$ cat config.mk
export PLATFORM = sky130hd
export DESIGN_NAME = stc_month_find
export DESIGN_NICKNAME = d
export VERILOG_FILES = /design/src/rtl/core/stc_pkg.sv /design/src/rtl/core/stc_month_find.sv
export SDC_FILE = /design/constraint.sdc
export NUM_CORES = 1
export LEC_CHECK = 0
export BUFFER_PORTS_ARGS = -buffer_cell sky130_fd_sc_hd__buf_2
export CAP_MARGIN = 20
export CORE_MARGIN = 2
export CORE_UTILIZATION = 43
export DETAILED_ROUTE_END_ITERATION = 12
export PLACE_DENSITY = 0.71
export RECOVER_POWER = 100
export SETUP_SLACK_MARGIN = 0.4
export SYNTH_ARGS = -nofsm -noshare
export SYNTH_HDL_FRONTEND = slang
export SYNTH_SLANG_ARGS = --single-unit
export TNS_END_PERCENT = 1
$ cat constraint.sdc
create_clock -name vclk -period 8.74
set_input_delay 1.311 -clock vclk [all_inputs]
set_output_delay 1.311 -clock vclk [all_outputs]
set_load 0.03 [all_outputs]
$ cat src/rtl/core/stc_pkg.sv
// ----------------------------------------------------------------------------
// stc_pkg: shared types and constants for seconds_to_calendar_text
// Holds the constant-divide reciprocals, the month tables and the ASCII
// helpers used by the time split, month search and top level.
// ----------------------------------------------------------------------------
`default_nettype none

package stc_pkg;

    // Field widths
    localparam int unsigned SECS_W  = 25;
    localparam int unsigned DOY_W   = 9;
    localparam int unsigned MONTH_W = 4;
    localparam int unsigned DAY_W   = 5;

    // Calendar constants
    localparam logic [DOY_W-1:0] DAYS_PER_YEAR = 9'd365;
    localparam int unsigned      MONTH_COUNT   = 12;

    // Reciprocals for exact floor division of a 25-bit count:
    // q = (t * ceil(2^k / d)) >> k with k = 25 + ceil(log2(d)).
    localparam int unsigned  RECIP_W    = 26;
    localparam int unsigned  PROD_W     = SECS_W + RECIP_W;
    localparam logic [RECIP_W-1:0] RECIP_MIN  = 26'd35791395;  // d = 60,    k = 31
    localparam logic [RECIP_W-1:0] RECIP_HOUR = 26'd38177488;  // d = 3600,  k = 37
    localparam logic [RECIP_W-1:0] RECIP_DAY  = 26'd50903317;  // d = 86400, k = 42

    // ASCII codes
    localparam logic [7:0]  ASCII_ZERO   = 8'h30;
    localparam logic [23:0] SPACES_3     = 24'h202020;
    localparam logic [15:0] SPACES_2     = 16'h2020;

    // Split parts of the count
    typedef struct packed {
        logic [5:0]       sec;
        logic [5:0]       min;
        logic [4:0]       hour;
        logic [DOY_W-1:0] doy;
    } t_time_parts;

    // Month search result
    typedef struct packed {
        logic               oor;
        logic [MONTH_W-1:0] month;   // 1..12, 0 when out of range
        logic [DAY_W-1:0]   day;     // 1..31, 0 when out of range
    } t_date;

    // First day of year (0-based) of each month, index 0 = January
    function automatic logic [DOY_W-1:0] month_start(input logic [MONTH_W-1:0] idx);
        logic [DOY_W-1:0] s;
        begin
            case (idx)
                4'd0:    s = 9'd0;
                4'd1:    s = 9'd31;
                4'd2:    s = 9'd59;
                4'd3:    s = 9'd90;
                4'd4:    s = 9'd120;
                4'd5:    s = 9'd151;
                4'd6:    s = 9'd181;
                4'd7:    s = 9'd212;
                4'd8:    s = 9'd243;
                4'd9:    s = 9'd273;
                4'd10:   s = 9'd304;
                4'd11:   s = 9'd334;
                default: s = 9'd0;
            endcase
            return s;
        end
    endfunction

    // Three-letter name of a month, 1 = JAN
    function automatic logic [23:0] month_letters(input logic [MONTH_W-1:0] month);
        logic [23:0] n;
        begin
            case (month)
                4'd1:    n = 24'h4A414E;  // JAN
                4'd2:    n = 24'h464542;  // FEB
                4'd3:    n = 24'h4D4152;  // MAR
                4'd4:    n = 24'h415052;  // APR
                4'd5:    n = 24'h4D4159;  // MAY
                4'd6:    n = 24'h4A554E;  // JUN
                4'd7:    n = 24'h4A554C;  // JUL
                4'd8:    n = 24'h415547;  // AUG
                4'd9:    n = 24'h534550;  // SEP
                4'd10:   n = 24'h4F4354;  // OCT
                4'd11:   n = 24'h4E4F56;  // NOV
                4'd12:   n = 24'h444543;  // DEC
                default: n = SPACES_3;
            endcase
            return n;
        end
    endfunction

    // Two ASCII digits of a value 0..99, tens in the upper byte.
    // tens = (v * 103) >> 10 is exact over 0..99.
    function automatic logic [15:0] two_digits(input logic [6:0] v);
        logic [13:0] prod;
        logic [3:0]  tens;
        logic [7:0]  tens_x10;
        logic [3:0]  ones;
        begin
            prod     = 14'(v) * 14'd103;
            tens     = prod[13:10];
            tens_x10 = 8'(tens) * 8'd10;
            ones     = 4'(8'(v) - tens_x10);
            return {ASCII_ZERO + 8'(tens), ASCII_ZERO + 8'(ones)};
        end
    endfunction

endpackage

`default_nettype wire

$ cat src/rtl/core/stc_month_find.sv
// ----------------------------------------------------------------------------
// stc_month_find: day of year to month and day of month
// Eleven parallel compares against the month start table pick the month;
// the day follows by one subtract. Days past the year flag out of range.
// ----------------------------------------------------------------------------
`default_nettype none

module stc_month_find (
    input  wire logic [stc_pkg::DOY_W-1:0] i_doy,
    output stc_pkg::t_date                 o_date
);

    logic [stc_pkg::MONTH_W-1:0] idx;
    logic [stc_pkg::DOY_W-1:0]   offset;
    logic                        oor;

    // Last month whose first day is not past the day of year
    always_comb begin
        idx = '0;
        for (int i = 1; i < stc_pkg::MONTH_COUNT; i++) begin
            if (i_doy >= stc_pkg::month_start(stc_pkg::MONTH_W'(i))) begin
                idx = stc_pkg::MONTH_W'(i);
            end
        end
    end

    assign oor    = (i_doy >= stc_pkg::DAYS_PER_YEAR);
    assign offset = i_doy - stc_pkg::month_start(idx);

    assign o_date.oor   = oor;
    assign o_date.month = oor ? '0 : idx + 4'd1;
    assign o_date.day   = oor ? '0 : offset[stc_pkg::DAY_W-1:0] + 5'd1;

endmodule

`default_nettype wire

==> results.py <==
metrics = {
    "synthesis": {
        "synth_common_cells": "nor2_1 (14), ha_1 (12), a21oi_1 (8), nand2_1 (7), inv_1 (6)",
        "synth_top_area_share_pct": 19.1,
        "netlist-cell-type-count": 43,
        "synth_area_leader_cell": "ha_1",
        "yosysMostFrequentCell": "nor2_1",
        "syn_inst": 110,
        "synth_area_leaders": "ha_1 (19%), nor2_1 (6.7%), a21oi_1 (5.1%)",
        "ys_seq_area_share_pct": 0,
        "avgSynthCellArea_um2": 7.13,
        "syn_area_um2": 785,
        "yosys_warnings": 0,
        "syn_nets": 132,
    },
    "cells_and_area": {
        "fin_cells": 144,
        "n_clock_buffer": 0,
        "multi_input_area_um2": 692,
        "syn_to_final_growth_pct": 5.90,
        "fin_nets": 143,
        "num_antenna_cells": 0,
        "fillCellCount": 187,
        "seq_cells": 0,
        "layout-drive-gt1-share_pct": 14.3,
        "regArea_um2": 0,
    },
    "sta": {
        "tns_ns": 0,
        "rsz0062_at_grt": "false",
        "timing.final.crit_share_pct": 73.9,
        "slew_headroom_pct": 62.5,
        "setup_viol": 0,
        "worst_slew_pin_slew_ns": 0.562,
        "whs_ns": 3.25,
        "min_period_ns": 6.46,
        "hold_viol": 0,
        "maxSlewViolCount": 0,
        "fmax_mhz": 155,
    },
    "run_status": {
        "outcome": "complete, no violations",
    },
    "detailed_routing": {
        "ant_nets": 0,
        "wirelength_um": 1750,
        "drt_iter0_drc": 12,
        "wl_per_cell_um": 12.1,
        "vias_per_cell": 5.76,
        "drc": 0,
        "drt_pass1_iterations": 4,
        "vias": 829,
    },
    "worst_setup_path": {
        "crit_path_frequent_cell": "ha_1",
        "worstPathRequired_ns": 7.43,
        "crit_chain": "clkbuf_1 > nand2_1 > o21a_4 > o32ai_2 > or2_1 > inv_1 > ha_1 > ha_1 > or2_1 > and2_1 > a41oi_1 > ha_1 > ha_1 > a21o_1 > a21oi_1 > xnor2_1 > xnor2_1 > nor2_1 > buf_2",
        "crit_arrival_ns": 5.15,
        "critPathMaxFanout": 13,
        "start_kind": "input pin",
        "critPathMaxStageDelay_ns": 0.42,
        "cpMaxStageDelayCell": "clkbuf_1",
        "cp-end-kind": "primary output",
        "critical_path_class": "input pin to primary output",
    },
    "placement": {
        "dp_hpwl_um": 1340,
        "portBuffers": 19,
        "dpl.cell_count": 144,
        "gp_congestion": 0.827,
    },
    "pwr": {
        "leakage_nw": 0.366,
        "power_density_mw_per_mm2": 110,
        "ir_worst_vdd_v": 0.0000775,
    },
    "hold_path": {
        "hold_path_class": "input pin to primary output",
        "holdCritStartpoint": "i_doy[7]",
        "holdPathStages": 4,
        "min_to": "o_date[8]",
    },
    "floorplanning": {
        "rows": 15,
        "io_pins": 19,
        "die_area_mm2": 0.00218,
        "die_h_um": 46.7,
        "die_w_um": 46.7,
        "core_area_mm2": 0.00173,
        "start_util_pct": 45.4,
    },
    "global_routing": {
        "gr-usage-met3_pct": 0,
        "met2_usage_pct": 30.3,
        "grt_pass1_wl_um": 3070,
        "antenna_found_initial": 0,
        "overflow": 0,
        "grt_usage_pct": 18.5,
        "gr-usage-met1_pct": 29.1,
        "grt.busiest_layer": "met2",
        "grt_max_degree": 14,
        "grt_pass1_vias": 658,
    },
    "flow_run": {
        "drv_cap": 0,
    },
    "clock_tree": {
        "cts-hold-fix-buffers": 0,
        "cts_setup_buffers": 0,
        "cts_resized": 0,
    },
}
==> routing by layer <==
layer  up-vias  part of all wire, %
met3         0                  6.7
met5         -                    0
li1        415                    -
met1       378                   46
met4         0                    0
met2        36                   47
==> worst max-delay path, delay by kind of cell <==
kind	cells	cell delay [ns]
AND/OR/NAND/NOR	5	0.84
AO/OA/AOI/OAI	5	1.04
buffers and inverters	3	0.68
XOR/XNOR	2	0.29
adder cells (fa/ha/maj)	4	0.99
==> layout make-up <==
cell class,count,share of cell area [%]
multi-input combinational,94,83.3
inverter,6,2.71
timing repair buffer,19,10.2
tap,25,3.77
==> stage by stage <==
| stage | utilization [%] | setup slack (ns) | power (mW) | instance area, um2 |
|---|---|---|---|---|
| after CTS | 49.0 | 2.54 | 0.0946 | 846 |
| after global routing | 48.1 | 1.94 | 0.103 | 831 |
| after floorplan | - | 2.78 | 0.0752 | 785 |
| final | 48.1 | 2.28 | 0.0915 | 831 |
| after global placement | 49.0 | 2.62 | 0.0928 | 846 |
| after detailed placement | 49.0 | 2.55 | 0.0939 | 846 |
==> how the worst max path moves through the flow <==
stage,startpoint,end,slack [ns],cells after the start
after floorplan,i_doy[6],o_date[4],2.78,18
after global placement,i_doy[4],o_date[4],2.62,19
after detailed placement,i_doy[4],o_date[4],2.55,19
after CTS,i_doy[4],o_date[4],2.54,19
after global routing,i_doy[4],o_date[4],1.94,19
final,i_doy[4],o_date[4],2.28,19
==> cell families after synthesis <==
| kind of cell | synth area share (%) |
|---|---|
| muxes | 2.55 |
| AOI/OAI and AO/OA | 33.8 |
| buffers and inverters | 11.2 |
| adders and majority gates | 21.7 |
| and+or+nand+nor | 26.3 |
| xor gates and xnor gates | 4.47 |
==> power breakdown <==
group	internal, mW	switching (mW)
sequential	0	0
clock	0	0
combinational	0.0328	0.0587
==> placed cells by master (no fill, tap or decap), types with 3 or more instances in the layout <==
master	count
a21oi_1	8
buf_2	11
clkbuf_1	8
ha_1	12
inv_1	6
nand2_1	7
nand2b_1	3
nor2_1	14
nor2b_1	4
nor3_1	4
xnor2_1	3
Power figures use the tool's default switching activity.
