<file path="config.mk">
export PLATFORM = sky130hd
export DESIGN_NAME = stc_time_split
export DESIGN_NICKNAME = d
export VERILOG_FILES = /design/src/rtl/core/stc_pkg.sv /design/src/rtl/core/stc_time_split.sv
export SDC_FILE = /design/constraint.sdc
export NUM_CORES = 1
export LEC_CHECK = 0
export ABC_AREA = 0
export BUFFER_PORTS_ARGS = -buffer_cell sky130_fd_sc_hd__clkbuf_2
export CORE_AREA = 5 5 206 208
export DETAILED_ROUTE_END_ITERATION = 12
export DIE_AREA = 0 0 211 213
export PLACE_DENSITY_LB_ADDON = 0.25
export SYNTH_ARGS = -nofsm -noshare
export SYNTH_HDL_FRONTEND = slang
export SYNTH_SLANG_ARGS = --single-unit
</file>
<file path="constraint.sdc">
create_clock -name vclk -period 19
set_input_delay 0.95 -clock vclk [all_inputs]
set_output_delay 0.95 -clock vclk [all_outputs]
set_load 0.01 [all_outputs]
</file>
<file path="src/rtl/core/stc_pkg.sv">
// ----------------------------------------------------------------------------
// stc_pkg: shared types and constants for seconds_to_calendar_text
// Holds the constant-divide reciprocals, the month tables and the ASCII
// helpers used by the time split, month search and top level.
// ----------------------------------------------------------------------------
`default_nettype none

package stc_pkg;

    // Field widths
    localparam int unsigned SECS_W  = 25;
    localparam int unsigned DOY_W   = 9;
    localparam int unsigned MONTH_W = 4;
    localparam int unsigned DAY_W   = 5;

    // Calendar constants
    localparam logic [DOY_W-1:0] DAYS_PER_YEAR = 9'd365;
    localparam int unsigned      MONTH_COUNT   = 12;

    // Reciprocals for exact floor division of a 25-bit count:
    // q = (t * ceil(2^k / d)) >> k with k = 25 + ceil(log2(d)).
    localparam int unsigned  RECIP_W    = 26;
    localparam int unsigned  PROD_W     = SECS_W + RECIP_W;
    localparam logic [RECIP_W-1:0] RECIP_MIN  = 26'd35791395;  // d = 60,    k = 31
    localparam logic [RECIP_W-1:0] RECIP_HOUR = 26'd38177488;  // d = 3600,  k = 37
    localparam logic [RECIP_W-1:0] RECIP_DAY  = 26'd50903317;  // d = 86400, k = 42

    // ASCII codes
    localparam logic [7:0]  ASCII_ZERO   = 8'h30;
    localparam logic [23:0] SPACES_3     = 24'h202020;
    localparam logic [15:0] SPACES_2     = 16'h2020;

    // Split parts of the count
    typedef struct packed {
        logic [5:0]       sec;
        logic [5:0]       min;
        logic [4:0]       hour;
        logic [DOY_W-1:0] doy;
    } t_time_parts;

    // Month search result
    typedef struct packed {
        logic               oor;
        logic [MONTH_W-1:0] month;   // 1..12, 0 when out of range
        logic [DAY_W-1:0]   day;     // 1..31, 0 when out of range
    } t_date;

    // First day of year (0-based) of each month, index 0 = January
    function automatic logic [DOY_W-1:0] month_start(input logic [MONTH_W-1:0] idx);
        logic [DOY_W-1:0] s;
        begin
            case (idx)
                4'd0:    s = 9'd0;
                4'd1:    s = 9'd31;
                4'd2:    s = 9'd59;
                4'd3:    s = 9'd90;
                4'd4:    s = 9'd120;
                4'd5:    s = 9'd151;
                4'd6:    s = 9'd181;
                4'd7:    s = 9'd212;
                4'd8:    s = 9'd243;
                4'd9:    s = 9'd273;
                4'd10:   s = 9'd304;
                4'd11:   s = 9'd334;
                default: s = 9'd0;
            endcase
            return s;
        end
    endfunction

    // Three-letter name of a month, 1 = JAN
    function automatic logic [23:0] month_letters(input logic [MONTH_W-1:0] month);
        logic [23:0] n;
        begin
            case (month)
                4'd1:    n = 24'h4A414E;  // JAN
                4'd2:    n = 24'h464542;  // FEB
                4'd3:    n = 24'h4D4152;  // MAR
                4'd4:    n = 24'h415052;  // APR
                4'd5:    n = 24'h4D4159;  // MAY
                4'd6:    n = 24'h4A554E;  // JUN
                4'd7:    n = 24'h4A554C;  // JUL
                4'd8:    n = 24'h415547;  // AUG
                4'd9:    n = 24'h534550;  // SEP
                4'd10:   n = 24'h4F4354;  // OCT
                4'd11:   n = 24'h4E4F56;  // NOV
                4'd12:   n = 24'h444543;  // DEC
                default: n = SPACES_3;
            endcase
            return n;
        end
    endfunction

    // Two ASCII digits of a value 0..99, tens in the upper byte.
    // tens = (v * 103) >> 10 is exact over 0..99.
    function automatic logic [15:0] two_digits(input logic [6:0] v);
        logic [13:0] prod;
        logic [3:0]  tens;
        logic [7:0]  tens_x10;
        logic [3:0]  ones;
        begin
            prod     = 14'(v) * 14'd103;
            tens     = prod[13:10];
            tens_x10 = 8'(tens) * 8'd10;
            ones     = 4'(8'(v) - tens_x10);
            return {ASCII_ZERO + 8'(tens), ASCII_ZERO + 8'(ones)};
        end
    endfunction

endpackage

`default_nettype wire

</file>
<file path="src/rtl/core/stc_time_split.sv">
// ----------------------------------------------------------------------------
// stc_time_split: seconds count to second, minute, hour and day of year
// Three parallel constant-reciprocal multiplies give the quotients by 60,
// 3600 and 86400; remainders come from narrow back-multiplies.
// ----------------------------------------------------------------------------
`default_nettype none

module stc_time_split (
    input  wire logic [stc_pkg::SECS_W-1:0] i_secs,
    output stc_pkg::t_time_parts            o_parts
);

    logic [stc_pkg::PROD_W-1:0] prod_min;
    logic [stc_pkg::PROD_W-1:0] prod_hour;
    logic [stc_pkg::PROD_W-1:0] prod_day;
    logic [19:0]                q_min;    // t / 60, max 559240
    logic [13:0]                q_hour;   // t / 3600, max 9320
    logic [8:0]                 q_day;    // t / 86400, max 388
    logic [11:0]                back_sec;
    logic [11:0]                back_min;
    logic [9:0]                 back_hour;

    // Quotients by reciprocal multiply
    assign prod_min  = stc_pkg::PROD_W'(i_secs) * stc_pkg::PROD_W'(stc_pkg::RECIP_MIN);
    assign prod_hour = stc_pkg::PROD_W'(i_secs) * stc_pkg::PROD_W'(stc_pkg::RECIP_HOUR);
    assign prod_day  = stc_pkg::PROD_W'(i_secs) * stc_pkg::PROD_W'(stc_pkg::RECIP_DAY);

    assign q_min  = prod_min[50:31];
    assign q_hour = prod_hour[50:37];
    assign q_day  = prod_day[50:42];

    // Remainders: only the low bits matter since each result is below 64
    assign back_sec  = 12'(q_min[5:0])  * 12'd60;
    assign back_min  = 12'(q_hour[5:0]) * 12'd60;
    assign back_hour = 10'(q_day[4:0])  * 10'd24;

    assign o_parts.sec  = i_secs[5:0] - back_sec[5:0];
    assign o_parts.min  = q_min[5:0]  - back_min[5:0];
    assign o_parts.hour = q_hour[4:0] - back_hour[4:0];
    assign o_parts.doy  = q_day;

endmodule

`default_nettype wire

</file>
==> reports/summary.log <==
qor: status.run_status completed
qor: cells_and_area.final_layout_size_suffix_gt1_share 3.47%
qor: timing.max_slew_margin 45.3%
qor: routing.first_pass_iters 6
qor: cells_and_area.area_delta_synth_final 4.79%
qor: floorplan.die_area 0.0449 mm²
qor: critical_path.crit_type in2out
qor: floorplan.io_pins 51
qor: synth.syn_avg_cell_area 10.1 µm²
qor: routing.vias 13,518
qor: critical_path.cp-startpoint i_secs[17]
qor: critical_path.endpoint_kind primary output
qor: timing.slew_viol_final 0
qor: floorplan.fp.dieH 213 µm
qor: timing.tightest_slew 821 ps
qor: routing.routed_wire_length 52.9 mm
qor: critical_path.endpoint o_parts[19]
qor: timing.finalCritPeriodShare 55.8%
qor: routing.wl_per_cell 20.3 µm
qor: cells_and_area.n_clock_buffer 0
qor: critical_path.critical_path_slowest_stage_cell sky130_fd_sc_hd__ha_1
qor: critical_path.cp_data_arrival_time 9660 ps
qor: critical_path.path_common_cell sky130_fd_sc_hd__ha_1
qor: synth.synth.top_cells.by_area sky130_fd_sc_hd__fa_1 41%, sky130_fd_sc_hd__ha_1 36%, sky130_fd_sc_hd__inv_1 13%
qor: synth.synth_largest_area_cell sky130_fd_sc_hd__fa_1
qor: synth.postSynthNetCount 3,042
qor: grt.total_congestion_overflow_after_global_routing 0
qor: critical_path.crit_path_start_kind primary input
qor: min_path.min-delay-path-class in2out
qor: critical_path.critical_path_peak_fanout 18
qor: synth.synth-warning-count 0
qor: critical_path.critical_path_rt 18,050 ps
qor: clock_tree.post_cts_buffers 0
qor: cells_and_area.seq_cell_count 0
qor: min_path.timing.hold.worst.start i_secs[0]
qor: synth.synth_cell_types 46
qor: clock_tree.cts.repair.resized 0
qor: cells_and_area.regArea 0 µm²
qor: routing.viasPerCell 5.18
qor: place.numPortBuffers 51
qor: routing.ant_nets 0
qor: grt.grt_max_degree 25
qor: cells_and_area.antennaDiodeCount 0
qor: place.dp_hpwl 47.4 mm
qor: synth.syn_inst 2,018
qor: cells_and_area.finish.net_count 3,102
qor: synth.yosysSeqAreaShare 0%
qor: floorplan.die_x 211 µm
qor: grt.grt_pass1_wl 84.0 mm
qor: run.cap_violations 0
qor: routing.drc_errors 0
qor: synth.synthMostInstantiatedCell sky130_fd_sc_hd__inv_1
qor: synth.mappedNetlistArea 0.0203 mm²
qor: routing.initialDrtViolationCount 596
qor: timing.setup_total_negative_slack 0 ps
qor: synth.synth_top_area_share 41.3%
qor: floorplan.initial_core_utilization 50.3%
qor: timing.final_period_minus_worst_setup_slack 10,610 ps
qor: timing.hold_viol 0
qor: timing.achievable-frequency 94.2 MHz
qor: place.place_congestion 0.928
qor: floorplan.core-area 0.0404 mm²
qor: grt.total_track_usage 24.6%
qor: critical_path.cpPeakStageDelay 670 ps
qor: floorplan.num_rows 74
qor: timing.grt_setup_unrepaired false
qor: grt.first_global_vias 15,315
qor: grt.antenna_violations_before_repair 1
qor: timing.report.final.setup_viol 0
qor: synth.synth.top_cells.by_count 715 x sky130_fd_sc_hd__inv_1, 580 x sky130_fd_sc_hd__ha_1, 419 x sky130_fd_sc_hd__fa_1
qor: clock_tree.hold_buffers 0
cell type report:
cell class,instances,area [µm²]
fillers,3802,19100
inverters,715,2680
multi-input cells,1301,17600
well taps,532,666
repair buffers,60,323
metrics by stage:
step                setup WS [ps]  util (%)  area, µm²  instances  hold WS (ps)
floorplan                    9520         -      20300       2018          1990
global placement             8620      52.7      21300       2608          2460
detailed placement           8420      52.7      21300       2608          2450
CTS                          8370      52.7      21300       2608          2450
global route                 7690      52.7      21300       2608          2480
finish                       8390      52.7      21300       2608          2460
worst max-delay path, delay by kind of cell:
kind | cells | cell delay [ps]
AO/OA/AOI/OAI | 9 | 1810
XOR/XNOR | 3 | 630
adder cells (fa/ha/maj) | 12 | 4980
buffers and inverters | 7 | 870
AND/OR/NAND/NOR | 2 | 380
per-layer routing:
layer / track usage [%] / up-vias / part of all wire (%)
li1: - / 6303 / -
met1: 32.2 / 6825 / 42
met5: 0 / - / 0.015
met4: 5.63 / 2 / 3.1
met2: 43.3 / 306 / 49
met3: 3.76 / 82 / 5.7
cell families (layout without fill, tap and decap cells):
group / count (synthesis) / after routing / share of synthesized area [%]
AND/OR/NAND/NOR: 101 / 101 / 2.65
adder cells (fa/ha/maj): 999 / 999 / 77.0
buffers and inverters: 717 / 775 / 13.3
XOR/XNOR: 52 / 52 / 2.38
AO/OA/AOI/OAI: 149 / 149 / 4.70
layout by cell type (no fill, tap or decap), drive strengths merged, types with 4 or more instances in the layout:
cell type and n:
a211o 5, a211oi 10, a21o 19, a21oi 54, and3 4, and4 4, buf 9, clkbuf 51
fa 419, ha 580, inv 715, nand2 17, nand2b 6, nand3 13, nand4 11, nor2 22
nor3 8, nor4 4, o211ai 5, o21a 6, o21ai 25, o21bai 5, o22ai 4, or2 7
xnor2 35, xor2 15
worst min-delay path by stage:
stage | to | depth (start not counted) | slack, ps
3_3_place_gp | o_parts[20] | 3 | 2460
4_1_cts | o_parts[20] | 3 | 2450
6_report | o_parts[20] | 3 | 2460
5_1_grt | o_parts[20] | 3 | 2480
2_1_floorplan | o_parts[20] | 1 | 1990
3_5_place_dp | o_parts[20] | 3 | 2450
Power is not shown: default switching activity piles up to over one toggle a cycle in this logic, so the estimate is an artifact.
